==> config.mk <==
export PLATFORM = sky130hd
export DESIGN_NAME = mieu_ctrl
export DESIGN_NICKNAME = d
export VERILOG_FILES = /design/src/rtl/core/mieu_pkg.sv /design/src/rtl/core/mieu_ctrl.sv
export VERILOG_INCLUDE_DIRS = /design/src /design/src/rtl/core
export SDC_FILE = /design/constraint.sdc
export NUM_CORES = 1
export LEC_CHECK = 0
export ABC_AREA = 1
export BUFFER_PORTS_ARGS = -buffer_cell sky130_fd_sc_hd__buf_4
export CORE_UTILIZATION = 32
export CTS_CLUSTER_SIZE = 14
export DETAILED_ROUTE_END_ITERATION = 8
export HOLD_SLACK_MARGIN = 0.12
export SLEW_MARGIN = 15
export SYNTH_ARGS = -nofsm -noshare
export SYNTH_HDL_FRONTEND = slang
export SYNTH_SLANG_ARGS = --single-unit
==> constraint.sdc <==
create_clock -name clk_i -period 1.15 [get_ports clk_i]
set_input_delay 0.115 -clock clk_i [delete_from_list [all_inputs] [get_ports clk_i]]
set_output_delay 0.115 -clock clk_i [all_outputs]
set_load 0.02 [all_outputs]
==> src/rtl/core/mips_integer_execute_unit_assert.svh <==
// assertion macros for the integer execute unit
`ifndef MIPS_INTEGER_EXECUTE_UNIT_ASSERT_SVH
`define MIPS_INTEGER_EXECUTE_UNIT_ASSERT_SVH
// implication checked on every clock edge outside reset
`define MIEU_ASSERT_IMP(label, clk, rst_n, pre, post) \
  label: assert property (@(posedge clk) disable iff (!rst_n) (pre) |-> (post)) \
    else $error("assertion failed");
// implication checked in the cycle after the antecedent
`define MIEU_ASSERT_NEXT(label, clk, rst_n, pre, post) \
  label: assert property (@(posedge clk) disable iff (!rst_n) (pre) |=> (post)) \
    else $error("assertion failed");
`endif

==> src/rtl/core/mieu_pkg.sv <==
// ----------------------------------------------------------------------------
// mieu_pkg
// shared types and constants of the integer execute unit
// ----------------------------------------------------------------------------
package mieu_pkg;
  localparam int unsigned DataWords = 4096;
  localparam int unsigned DwAw = $clog2(DataWords);
  localparam logic [31:0] GpReset = 32'h0050_0000;
  localparam logic [31:0] SpReset = 32'h005F_FFFC;

  localparam logic [2:0] StOk    = 3'd0;
  localparam logic [2:0] StTrap  = 3'd1;
  localparam logic [2:0] StOvf   = 3'd2;
  localparam logic [2:0] StUnk   = 3'd3;
  localparam logic [2:0] StAlign = 3'd4;
  localparam logic [2:0] StHalt  = 3'd5;

  localparam logic [0:0] RegGp = 1'd0;
  localparam logic [0:0] RegSp = 1'd1;

  typedef enum logic [6:0] {
    S_CLEAR = 7'b0000001,
    S_IDLE  = 7'b0000010,
    S_READ  = 7'b0000100,
    S_EXEC  = 7'b0001000,
    S_MUL   = 7'b0010000,
    S_DIV   = 7'b0100000,
    S_OUT   = 7'b1000000
  } state_e;

  // controller to datapath
  typedef struct packed {
    logic clear_step;   // write zero at the clear index
    logic latch_instr;  // capture instruction and operands
    logic mem_read;     // fetch data word
    logic exec;         // finish an instruction and write its result
    logic mul_step;     // one multiply partial product step
    logic div_start;
    logic div_step;
    logic out_clear;    // result taken
  } cmd_t;

  // datapath to controller
  typedef struct packed {
    logic clear_last;
    logic is_mul;
    logic is_div;
    logic mul_last;
    logic div_last;
  } sts_t;
endpackage

==> src/rtl/core/mieu_ctrl.sv <==
// ----------------------------------------------------------------------------
// mieu_ctrl
// sequencer: memory clear after reset, fetch, execute, multi cycle ops
// ----------------------------------------------------------------------------
`include "mips_integer_execute_unit_assert.svh"
module mieu_ctrl import mieu_pkg::*; (
  input  logic clk_i,
  input  logic rst_ni,
  input  logic instr_valid_i,
  output logic instr_ready_o,
  output logic out_valid_o,
  input  logic out_ready_i,
  input  sts_t sts_i,
  output cmd_t cmd_o
);
  state_e state_q, state_d;

  always_ff @(posedge clk_i or negedge rst_ni) begin
    if (!rst_ni) begin
      state_q <= S_CLEAR;
    end else begin
      state_q <= state_d;
    end
  end

  assign instr_ready_o = (state_q == S_IDLE) || ((state_q == S_OUT) && out_ready_i);
  assign out_valid_o = (state_q == S_OUT);

  always_comb begin
    state_d = state_q;
    cmd_o = '0;
    case (state_q)
      S_CLEAR: begin
        cmd_o.clear_step = 1'b1;
        if (sts_i.clear_last) begin
          state_d = S_IDLE;
        end
      end
      S_IDLE: begin
        if (instr_valid_i) begin
          cmd_o.latch_instr = 1'b1;
          state_d = S_READ;
        end
      end
      S_READ: begin
        cmd_o.mem_read = 1'b1;
        if (sts_i.is_mul) begin
          state_d = S_MUL;
        end else if (sts_i.is_div) begin
          cmd_o.div_start = 1'b1;
          state_d = S_DIV;
        end else begin
          state_d = S_EXEC;
        end
      end
      S_EXEC: begin
        cmd_o.exec = 1'b1;
        state_d = S_OUT;
      end
      S_MUL: begin
        cmd_o.mul_step = 1'b1;
        if (sts_i.mul_last) begin
          state_d = S_EXEC;
        end
      end
      S_DIV: begin
        cmd_o.div_step = 1'b1;
        if (sts_i.div_last) begin
          state_d = S_EXEC;
        end
      end
      S_OUT: begin
        if (out_ready_i) begin
          cmd_o.out_clear = 1'b1;
          if (instr_valid_i) begin
            cmd_o.latch_instr = 1'b1;
            state_d = S_READ;
          end else begin
            state_d = S_IDLE;
          end
        end
      end
      default: begin
        state_d = S_IDLE;
      end
    endcase
  end

  `MIEU_ASSERT_IMP(a_one_hot, clk_i, rst_ni, 1'b1, $onehot(state_q))
  `MIEU_ASSERT_NEXT(a_exec_out, clk_i, rst_ni, state_q == S_EXEC, out_valid_o)
  `MIEU_ASSERT_NEXT(a_out_hold, clk_i, rst_ni, out_valid_o && !out_ready_i, out_valid_o)
endmodule

==> results.toml, run 1 <==
[power_and_ir_drop]
p_per_area_mw_per_mm2 = 1890
p_leak_nw = 0.583
total_power_mw = 1.96
vdd_drop_max_mv = 1.15

[worst_setup_path]
crit_path_frequent_cell = "buf_6"
criticalPathCategory = "flip-flop to output port"
critPathRequiredTime_ns = 1.03
crit_fanout = 3
critPathCaptureType = "output port"
cp_num_buf_inv = 4
crit_path_top_delay_cell = "dfstp_2"
crit_chain = "nor2_4 > nand2_4 > nor2_8 > buf_4 > buf_6 > buf_6 > buf_6"
start_kind = "flip-flop"
arrival_ns = 1.47
ff2ff_setup_slack_ns = -0.39
cpPeakStageDelay_ns = 0.57
critPathTopFamily = "flip-flops"

[cts]
cts_tree = "built"
htreeDepth = 1
worstSkewPairLatency_ns = 0.25
cts_sinks = 7
cts_buffer_depth = 2
numCtsBuffers = 3
cts-root-buf = "clkbuf_4"
clkTransAtPathRegs_ns = 0.05

[synth]
synth_edf_count = 0
synth-seq-cells = 7
syn_inst = 77
yosys_warnings = 0
synthDistinctLibCells = 17
yosys.area.top_type = "dfrtp_1"
yosys-top-cells-area = "dfrtp_1 (28%), nand2_1 (12%), nor2_4 (12%), inv_1 (12%), nor2_1 (9.7%)"
syn_avg_cell_area_um2 = 7.04
ys.flop_type = "dfrtp_1"
synth_nets = 86
seq_area_frac_synth = 0.326
synth_top_area_frac = 0.277
synth.most_common_cell = "nand2_1"
synth_area_um2 = 542
synthArstFlopShare = 1.00
synthTopCellsByCount = "nand2_1 (18), inv_1 (17), nor2_1 (14)"

[final_layout]
diodes = 0
top_regs = "state_q x7"
fin_util = 0.671
area_growth_pct = 91.0
largest_register_ffs = 7
top_register = "state_q"
drive_gt1_frac = 0.590
fin_cells = 138
nNetsFinal = 132
fin_area_mm2 = 0.00103

[grt]
grt_overflow_total = 0
antenna_found_initial = 0
grt_max_degree = 8
grt_usage = 0.181
grt_first_pass_wirelength_um = 2460
first_global_vias = 620

[routing]
wire_per_inst_um = 10.8
vias_per_cell = 4.57
drtAntennaViolNets = 0
first_pass_iters = 4
drc = 0
drt_wl_total_um = 1490
dr_total_vias = 630
drt-initial-drc-count = 19

[placed_design]
gp_congestion = 0.756
dpl-instance-area_um2 = 791
numPortBuffers = 18
post-place-ws_ns = -0.176
dp_hpwl_um = 989
dp_cells = 120

[timing]
timing.final.crit_share = 1.38
tightest_slew_ns = 0.223
rsz0062_at_grt = "true"
final-setup-viol-count = 17
whs_ns = 0.183
final_hold_viol_count = 0
clock_skew_ns = 0.000146
max_slew_margin = 0.850
fin_tns_setup_ns = -5.39
setup_ws_ns = -0.433
period_needed_ns = 1.58
slew_viol_final = 0
fmax_mhz = 632

[min_path]
hold_path.class = "primary input to flip-flop"

[floorplanning]
pin_count = 19
design.core.area_mm2 = 0.00154
start_util = 0.351
die_w_um = 43.1
die_y_um = 43.1
fp-row-count = 14
die_area_mm2 = 0.00186

[outcome]
violations = "setup timing"
status = "finished, violations left"

[run]
drv_cap = 0
==> final cells by class <==
class / count / area [um2]
sequential: 7 / 176
inverter: 18 / 67.6
clock buffer: 4 / 26.3
timing repair buffer: 41 / 373
tap: 16 / 20.0
multi-input combinational: 52 / 372
fill: 122 / 507
==> cells in the final DEF (no fill, tap or decap), types with 2 or more instances in the layout <==
cell type	netlist	final
buf_4	0	23
buf_6	0	16
inv_1	17	15
nand2_1	18	12
nor2_1	14	9
nor2_4	6	9
dfrtp_1	6	6
nor2_2	2	4
nand2_4	1	4
nand2_2	1	4
inv_2	1	3
clkbuf_4	0	3
nand3_2	1	2
nand3_1	3	2
o21ai_0	2	2
dlygate4sd3_1	0	2
==> per-layer routing <==
layer,up-vias,share of wire,track usage
li1,317,-,-
met3,4,0.024,0.0255
met1,297,0.42,0.212
met4,0,0.016,0.109
met5,-,0,0
met2,12,0.54,0.307
==> report_power, final <==
group | internal (mW) | switching [mW]
clock | 0.132 | 0.0864
combinational | 0.623 | 0.746
sequential | 0.306 | 0.0626
==> worst paths after layout <==
check | start | to | depth (start not counted)
min | instr_valid_i | state_q[2]$_DFFE_PN0P_ | 3
max reg2reg | state_q[0]$_DFFE_PN1P_ | state_q[1]$_DFFE_PN0P_ | 11
max in group asynchronous | rst_ni | state_q[0]$_DFFE_PN1P_ | 2
min in group asynchronous | rst_ni | state_q[5]$_DFFE_PN0P_ | 2
max | state_q[0]$_DFFE_PN1P_ | out_valid_o | 7
min reg2reg | state_q[2]$_DFFE_PN0P_ | state_q[6]$_DFFE_PN0P_ | 3
==> kinds of logic (layout without fill, tap and decap cells) <==
kind of cell | Yosys count | count (layout) | synth area share
simple gates | 49 | 49 | 0.517
buf+inv | 18 | 63 | 0.125
flops | 7 | 7 | 0.326
compound gates | 3 | 3 | 0.0323
==> tightest hold or removal path, delay by kind of cell <==
family,cells,cell delay [ns]
buffers and inverters,2,0.14
AND/OR/NAND/NOR,1,0.12
==> timing repair <==
item | in CTS | in global routing
endpoints found under the setup margin | 16 | 17
gates cloned | 0 | 0
hold buffers | 2 | 0
resized for setup | 20 | 10
setup buffers | 7 | 6
pin swaps | 10 | 6
hold endpoints to repair | 8 | 0
Power figures use the tool's default switching activity.
==> run 2, diff against run 1 <==
--- a/config.mk
+++ b/config.mk
@@ -6,11 +6,12 @@
 export SDC_FILE = /design/constraint.sdc
 export NUM_CORES = 1
 export LEC_CHECK = 0
-export ABC_AREA = 1
+export ABC_AREA = 0
 export BUFFER_PORTS_ARGS = -buffer_cell sky130_fd_sc_hd__buf_4
 export CORE_UTILIZATION = 32
 export CTS_CLUSTER_SIZE = 14
 export DETAILED_ROUTE_END_ITERATION = 8
+export GPL_ROUTABILITY_DRIVEN = 0
 export HOLD_SLACK_MARGIN = 0.12
 export SLEW_MARGIN = 15
 export SYNTH_ARGS = -nofsm -noshare
==> results.toml, run 2 <==
[placed_design]
post-place-ws_ns = -0.478
dp_hpwl_um = 1260
dp_cells = 109
numPortBuffers = 18

[timing]
fin_tns_setup_ns = -8.56
slew_viol_final = 0
period_needed_ns = 1.86
fmax_mhz = 539
setup_ws_ns = -0.706
final-setup-viol-count = 17
rsz0062_at_grt = "true"
timing.final.crit_share = 1.61
clock_skew_ns = 0.00842
whs_ns = 0.145
tightest_slew_ns = 0.300
max_slew_margin = 0.800
final_hold_viol_count = 0

[power_and_ir_drop]
p_per_area_mw_per_mm2 = 1990
vdd_drop_max_mv = 1.19
total_power_mw = 2.31
p_leak_nw = 0.534

[floorplanning]
start_util = 0.360
die_w_um = 44.1
die_y_um = 44.1
pin_count = 19
die_area_mm2 = 0.00195
design.core.area_mm2 = 0.00158
fp-row-count = 14

[routing]
drt-initial-drc-count = 20
dr_total_vias = 716
drt_wl_total_um = 2050
first_pass_iters = 6
vias_per_cell = 5.55
drtAntennaViolNets = 0
drc = 0
wire_per_inst_um = 15.9

[grt]
grt_usage = 0.210
grt_max_degree = 10
grt_overflow_total = 0
grt_first_pass_wirelength_um = 3030
first_global_vias = 664
antenna_found_initial = 0

[final_layout]
nFillCells = 95
largest_register_ffs = 7
top_register = "state_q"
drive_gt1_frac = 0.673
top_regs = "state_q x7"
nNetsFinal = 123
area_growth_pct = 104
final_cell_mix = "buf_4 (31), buf_6 (16), dfrtp_1 (6)"
diodes = 0
final_common_cell = "buf_4"
fin_cells = 129

[synth]
yosys_warnings = 0
synth_top_area_frac = 0.264
synthDistinctLibCells = 35
synth_xor_area_frac = 0.0308
synthArstFlopShare = 1.00
seq_area_frac_synth = 0.311
synth-seq-cells = 7
synthMuxAreaShare = 0
synth_nets = 72
synth_edf_count = 0
synthTopCellsByCount = "nor2_1 (8), dfrtp_1 (6), nor2b_1 (4), nor3_1 (4), nor4b_1 (4)"
synth_compound_area_frac = 0.134
synth_top_family_by_area = "simple AND/OR/NAND/NOR gates"
yosys.area.top_type = "dfrtp_1"
syn_inst = 63
yosys-top-cells-area = "dfrtp_1 (26%), nor4b_1 (6.2%), nor2_1 (5.3%), dfstp_2 (4.6%), nor2b_1 (4.4%)"
synth.most_common_cell = "nor2_1"
yosys.area_share.simple = 0.452
syn_avg_cell_area_um2 = 9.02
ys.flop_type = "dfrtp_1"
synth_area_um2 = 568
synthAdderAreaFrac = 0

[cts]
cts_sinks = 7
worstSkewPairLatency_ns = 0.26
htreeDepth = 1
numCtsBuffers = 3
cts_tree = "built"
clkTransAtPathRegs_ns = 0.05
cts_buffer_depth = 2
cts-root-buf = "clkbuf_4"

[worst_setup_path]
critPathCaptureType = "output port"
critPathRequiredTime_ns = 1.03
r2r_start = "state_q[3]$_DFFE_PN0P_"
arrival_ns = 1.74
start_kind = "flip-flop"
crit_start = "state_q[3]$_DFFE_PN0P_"
crit_fanout = 4
criticalPathCategory = "flip-flop to output port"

[run]
drv_cap = 0

[outcome]
violations = "setup timing"
status = "finished, violations left"

[min_path]
min-delay-start = "instr_valid_i"
hold_path.class = "primary input to flip-flop"
-- run 2: worst paths after layout --
kind,endpoint,slack [ns],depth (start not counted)
worst max-delay path,cmd_o[6],-0.71,4
worst min-delay path,state_q[2]$_DFFE_PN0P_,0.15,2
worst max register to register,state_q[1]$_DFFE_PN0P_,-0.50,5
worst min register to register,state_q[0]$_DFFE_PN1P_,0.68,2
max in group asynchronous,state_q[0]$_DFFE_PN1P_,0.75,2
min in group asynchronous,state_q[1]$_DFFE_PN0P_,0.20,2
-- run 2: power breakdown --
group | switching, mW | internal, mW
clock | 0.104 | 0.128
combinational | 0.804 | 0.914
sequential | 0.0549 | 0.301
-- run 2: cell type report --
| type | count | area, um2 | share of cell area |
|---|---|---|---|
| Tap cell | 16 | 20.0 | 0.0173 |
| Multi-Input combinational cell | 50 | 467 | 0.403 |
| Clock inverter | 1 | 5.00 | 0.00432 |
| Inverter | 1 | 3.75 | 0.00324 |
| Timing Repair Buffer | 51 | 463 | 0.400 |
| Clock buffer | 3 | 22.5 | 0.0195 |
| Sequential cell | 7 | 176 | 0.152 |
-- run 2: critical path: stages, from the launching register on --
cell and delay (ns):
dfrtp_1 0.38, or4_4 0.58, nor3_4 0.24, and2_4 0.18
buf_6 0.11
-- run 2: timing repair --
action	CTS	global route
resized for setup	19	16
endpoints found under the setup margin	17	17
pin swaps	10	9
setup buffers	7	11
hold buffers	3	0
hold endpoints to repair	9	0
-- run 2: cell families (layout without fill, tap and decap cells) --
| kind of cell | count (synthesis) | count (layout) |
|---|---|---|
| and+or+nand+nor | 39 | 39 |
| AOI/OAI and AO/OA | 9 | 9 |
| DFF | 7 | 7 |
| buffers and inverters | 6 | 56 |
| xor gates and xnor gates | 2 | 2 |
-- run 2: per-stage QoR --
stage	cell area (um2)	utilization
after detailed placement	850	0.539
after global routing	1160	0.734
after CTS	1040	0.660
final	1160	0.734
after floorplan	614	-
after global placement	850	0.539
-- run 2: metal layers --
metal | part of all wire | up-vias | global-route usage | wire [um]
li1 | - | 333 | - | -
met1 | 0.48 | 341 | 0.320 | 974
met2 | 0.46 | 30 | 0.306 | 940
met3 | 0.052 | 12 | 0.0612 | 107
met4 | 0.013 | 0 | 0.0182 | 27
met5 | 0 | - | 0 | 0
==> run 3, diff against run 2 <==
--- a/config.mk
+++ b/config.mk
@@ -7,7 +7,7 @@
 export NUM_CORES = 1
 export LEC_CHECK = 0
 export ABC_AREA = 0
-export BUFFER_PORTS_ARGS = -buffer_cell sky130_fd_sc_hd__buf_4
+export BUFFER_PORTS_ARGS = -buffer_cell sky130_fd_sc_hd__buf_2
 export CORE_UTILIZATION = 32
 export CTS_CLUSTER_SIZE = 14
 export DETAILED_ROUTE_END_ITERATION = 8
==> results.toml, run 3 (synthesized netlist as in run 2, its figures left out) <==
[outcome]
status = "finished, violations left"
violations = "setup timing"

[final_layout]
seqCellArea_um2 = 178
top_register = "state_q"
top_regs = "state_q x7"
final_cell_mix = "buf_4 (21), buf_6 (11), buf_2 (10)"
nFillCells = 122
fin_util = 0.662
multiInputGateArea_um2 = 464
nNetsFinal = 116
diodes = 0
final_common_cell = "buf_4"
largest_register_ffs = 7
drive_gt1_frac = 0.632
area_growth_pct = 83.7

[timing]
tightest_slew_ns = 0.309
fmax_mhz = 550
rsz0062_at_grt = "true"
slew_viol_final = 0
setup_ws_ns = -0.668
max_slew_margin = 0.791
final_hold_viol_count = 0
final-setup-viol-count = 17
period_needed_ns = 1.82
whs_ns = 0.151
clock_skew_ns = 0.00134
timing.final.crit_share = 1.58

[floorplanning]
pin_count = 19
die_w_um = 44.1
die_y_um = 44.1
start_util = 0.360
fp-row-count = 14
die_area_mm2 = 0.00195
design.core.area_mm2 = 0.00158

[min_path]
hold_path.class = "primary input to flip-flop"
min-delay-start = "sts_i[3]"

[routing]
wire_per_inst_um = 14.9
wl_met2_um = 945
drc = 0
vias_per_cell = 5.39
first_pass_iters = 4
wirelength_met1_um = 843
dr_total_vias = 657
drt-initial-drc-count = 13
drt_wl_total_um = 1820
dr_wl_met3_um = 31
drtAntennaViolNets = 0
top_layer = "met3"

[power_and_ir_drop]
p_leak_nw = 0.482
p_per_area_mw_per_mm2 = 2020
vdd_drop_max_mv = 1.35

[cts]
cts_buffer_depth = 2
cts_sinks = 7
htreeDepth = 1
numCtsBuffers = 3
cts_tree = "built"
clkTransAtPathRegs_ns = 0.05
worstSkewPairLatency_ns = 0.24
cts-root-buf = "clkbuf_4"

[worst_setup_path]
r2r_start = "state_q[3]$_DFFE_PN0P_"
start_kind = "flip-flop"
critPathRequiredTime_ns = 1.03
arrival_ns = 1.70
crit_fanout = 5
criticalPathCategory = "flip-flop to output port"
critPathCaptureType = "output port"
crit_start = "state_q[3]$_DFFE_PN0P_"

[run]
drv_cap = 0

[grt]
grt_usage = 0.209
grt_first_pass_wirelength_um = 2930
grt_max_degree = 10
first_global_vias = 642
grt_overflow_total = 0
antenna_found_initial = 0

[placed_design]
numPortBuffers = 18
dp_hpwl_um = 1190
[run 3: what timing repair did]
| action | CTS | global route |
|---|---|---|
| setup endpoints to repair | 17 | 17 |
| setup buffers | 5 | 3 |
| gates resized for setup | 24 | 11 |
| endpoints found under the hold margin | 8 | 0 |
| hold buffers | 2 | 0 |
| pin swaps | 10 | 4 |
[run 3: per-layer routing]
| metal | vias up | global-route usage |
|---|---|---|
| li1 | 319 | - |
| met3 | 0 | 0.0286 |
| met5 | - | 0 |
| met4 | 0 | 0.0727 |
| met2 | 12 | 0.353 |
| met1 | 326 | 0.272 |
[run 3: per-stage QoR]
| step | setup TNS [ns] | setup WS, ns | power, mW | instances | instance area [um2] |
|---|---|---|---|---|---|
| global placement | -5.23 | -0.443 | 1.46 | 110 | 812 |
| floorplan | -5.36 | -0.645 | 1.14 | 63 | 614 |
| CTS | -7.33 | -0.656 | 1.91 | 121 | 981 |
| detailed placement | -5.47 | -0.472 | 1.46 | 110 | 812 |
| finish | -7.34 | -0.668 | 2.10 | 122 | 1040 |
| global route | -8.30 | -0.720 | 2.23 | 122 | 1040 |
[run 3: worst max-delay path, stage by stage, from the launching register on]
cell and delay [ns]:
dfrtp_1 0.38, or4_4 0.59, buf_4 0.18, nor3_2 0.14, buf_4 0.16
[run 3: area by class of cell]
class	count	area share
inverter	1	0.00360
tap	16	0.0192
timing repair buffer	44	0.337
multi-input combinational	50	0.445
clock buffer	4	0.0252
sequential	7	0.170
[run 3: final timing paths]
kind	endpoint	slack (ns)	cells past startpoint
min in group asynchronous	state_q[4]$_DFFE_PN0P_	0.23	2
max reg2reg	state_q[1]$_DFFE_PN0P_	-0.59	5
min	state_q[4]$_DFFE_PN0P_	0.15	2
max in group asynchronous	state_q[0]$_DFFE_PN1P_	0.70	2
min reg2reg	state_q[0]$_DFFE_PN1P_	0.65	2
max	cmd_o[7]	-0.67	4
[run 3: power breakdown]
part | total, mW | leakage (nW) | switching, mW | internal (mW)
Combinational | 1.52 | 0.378 | 0.741 | 0.784
Clock | 0.213 | 0.0150 | 0.0816 | 0.132
Sequential | 0.365 | 0.0891 | 0.0601 | 0.305
Total | 2.10 | 0.482 | 0.882 | 1.22
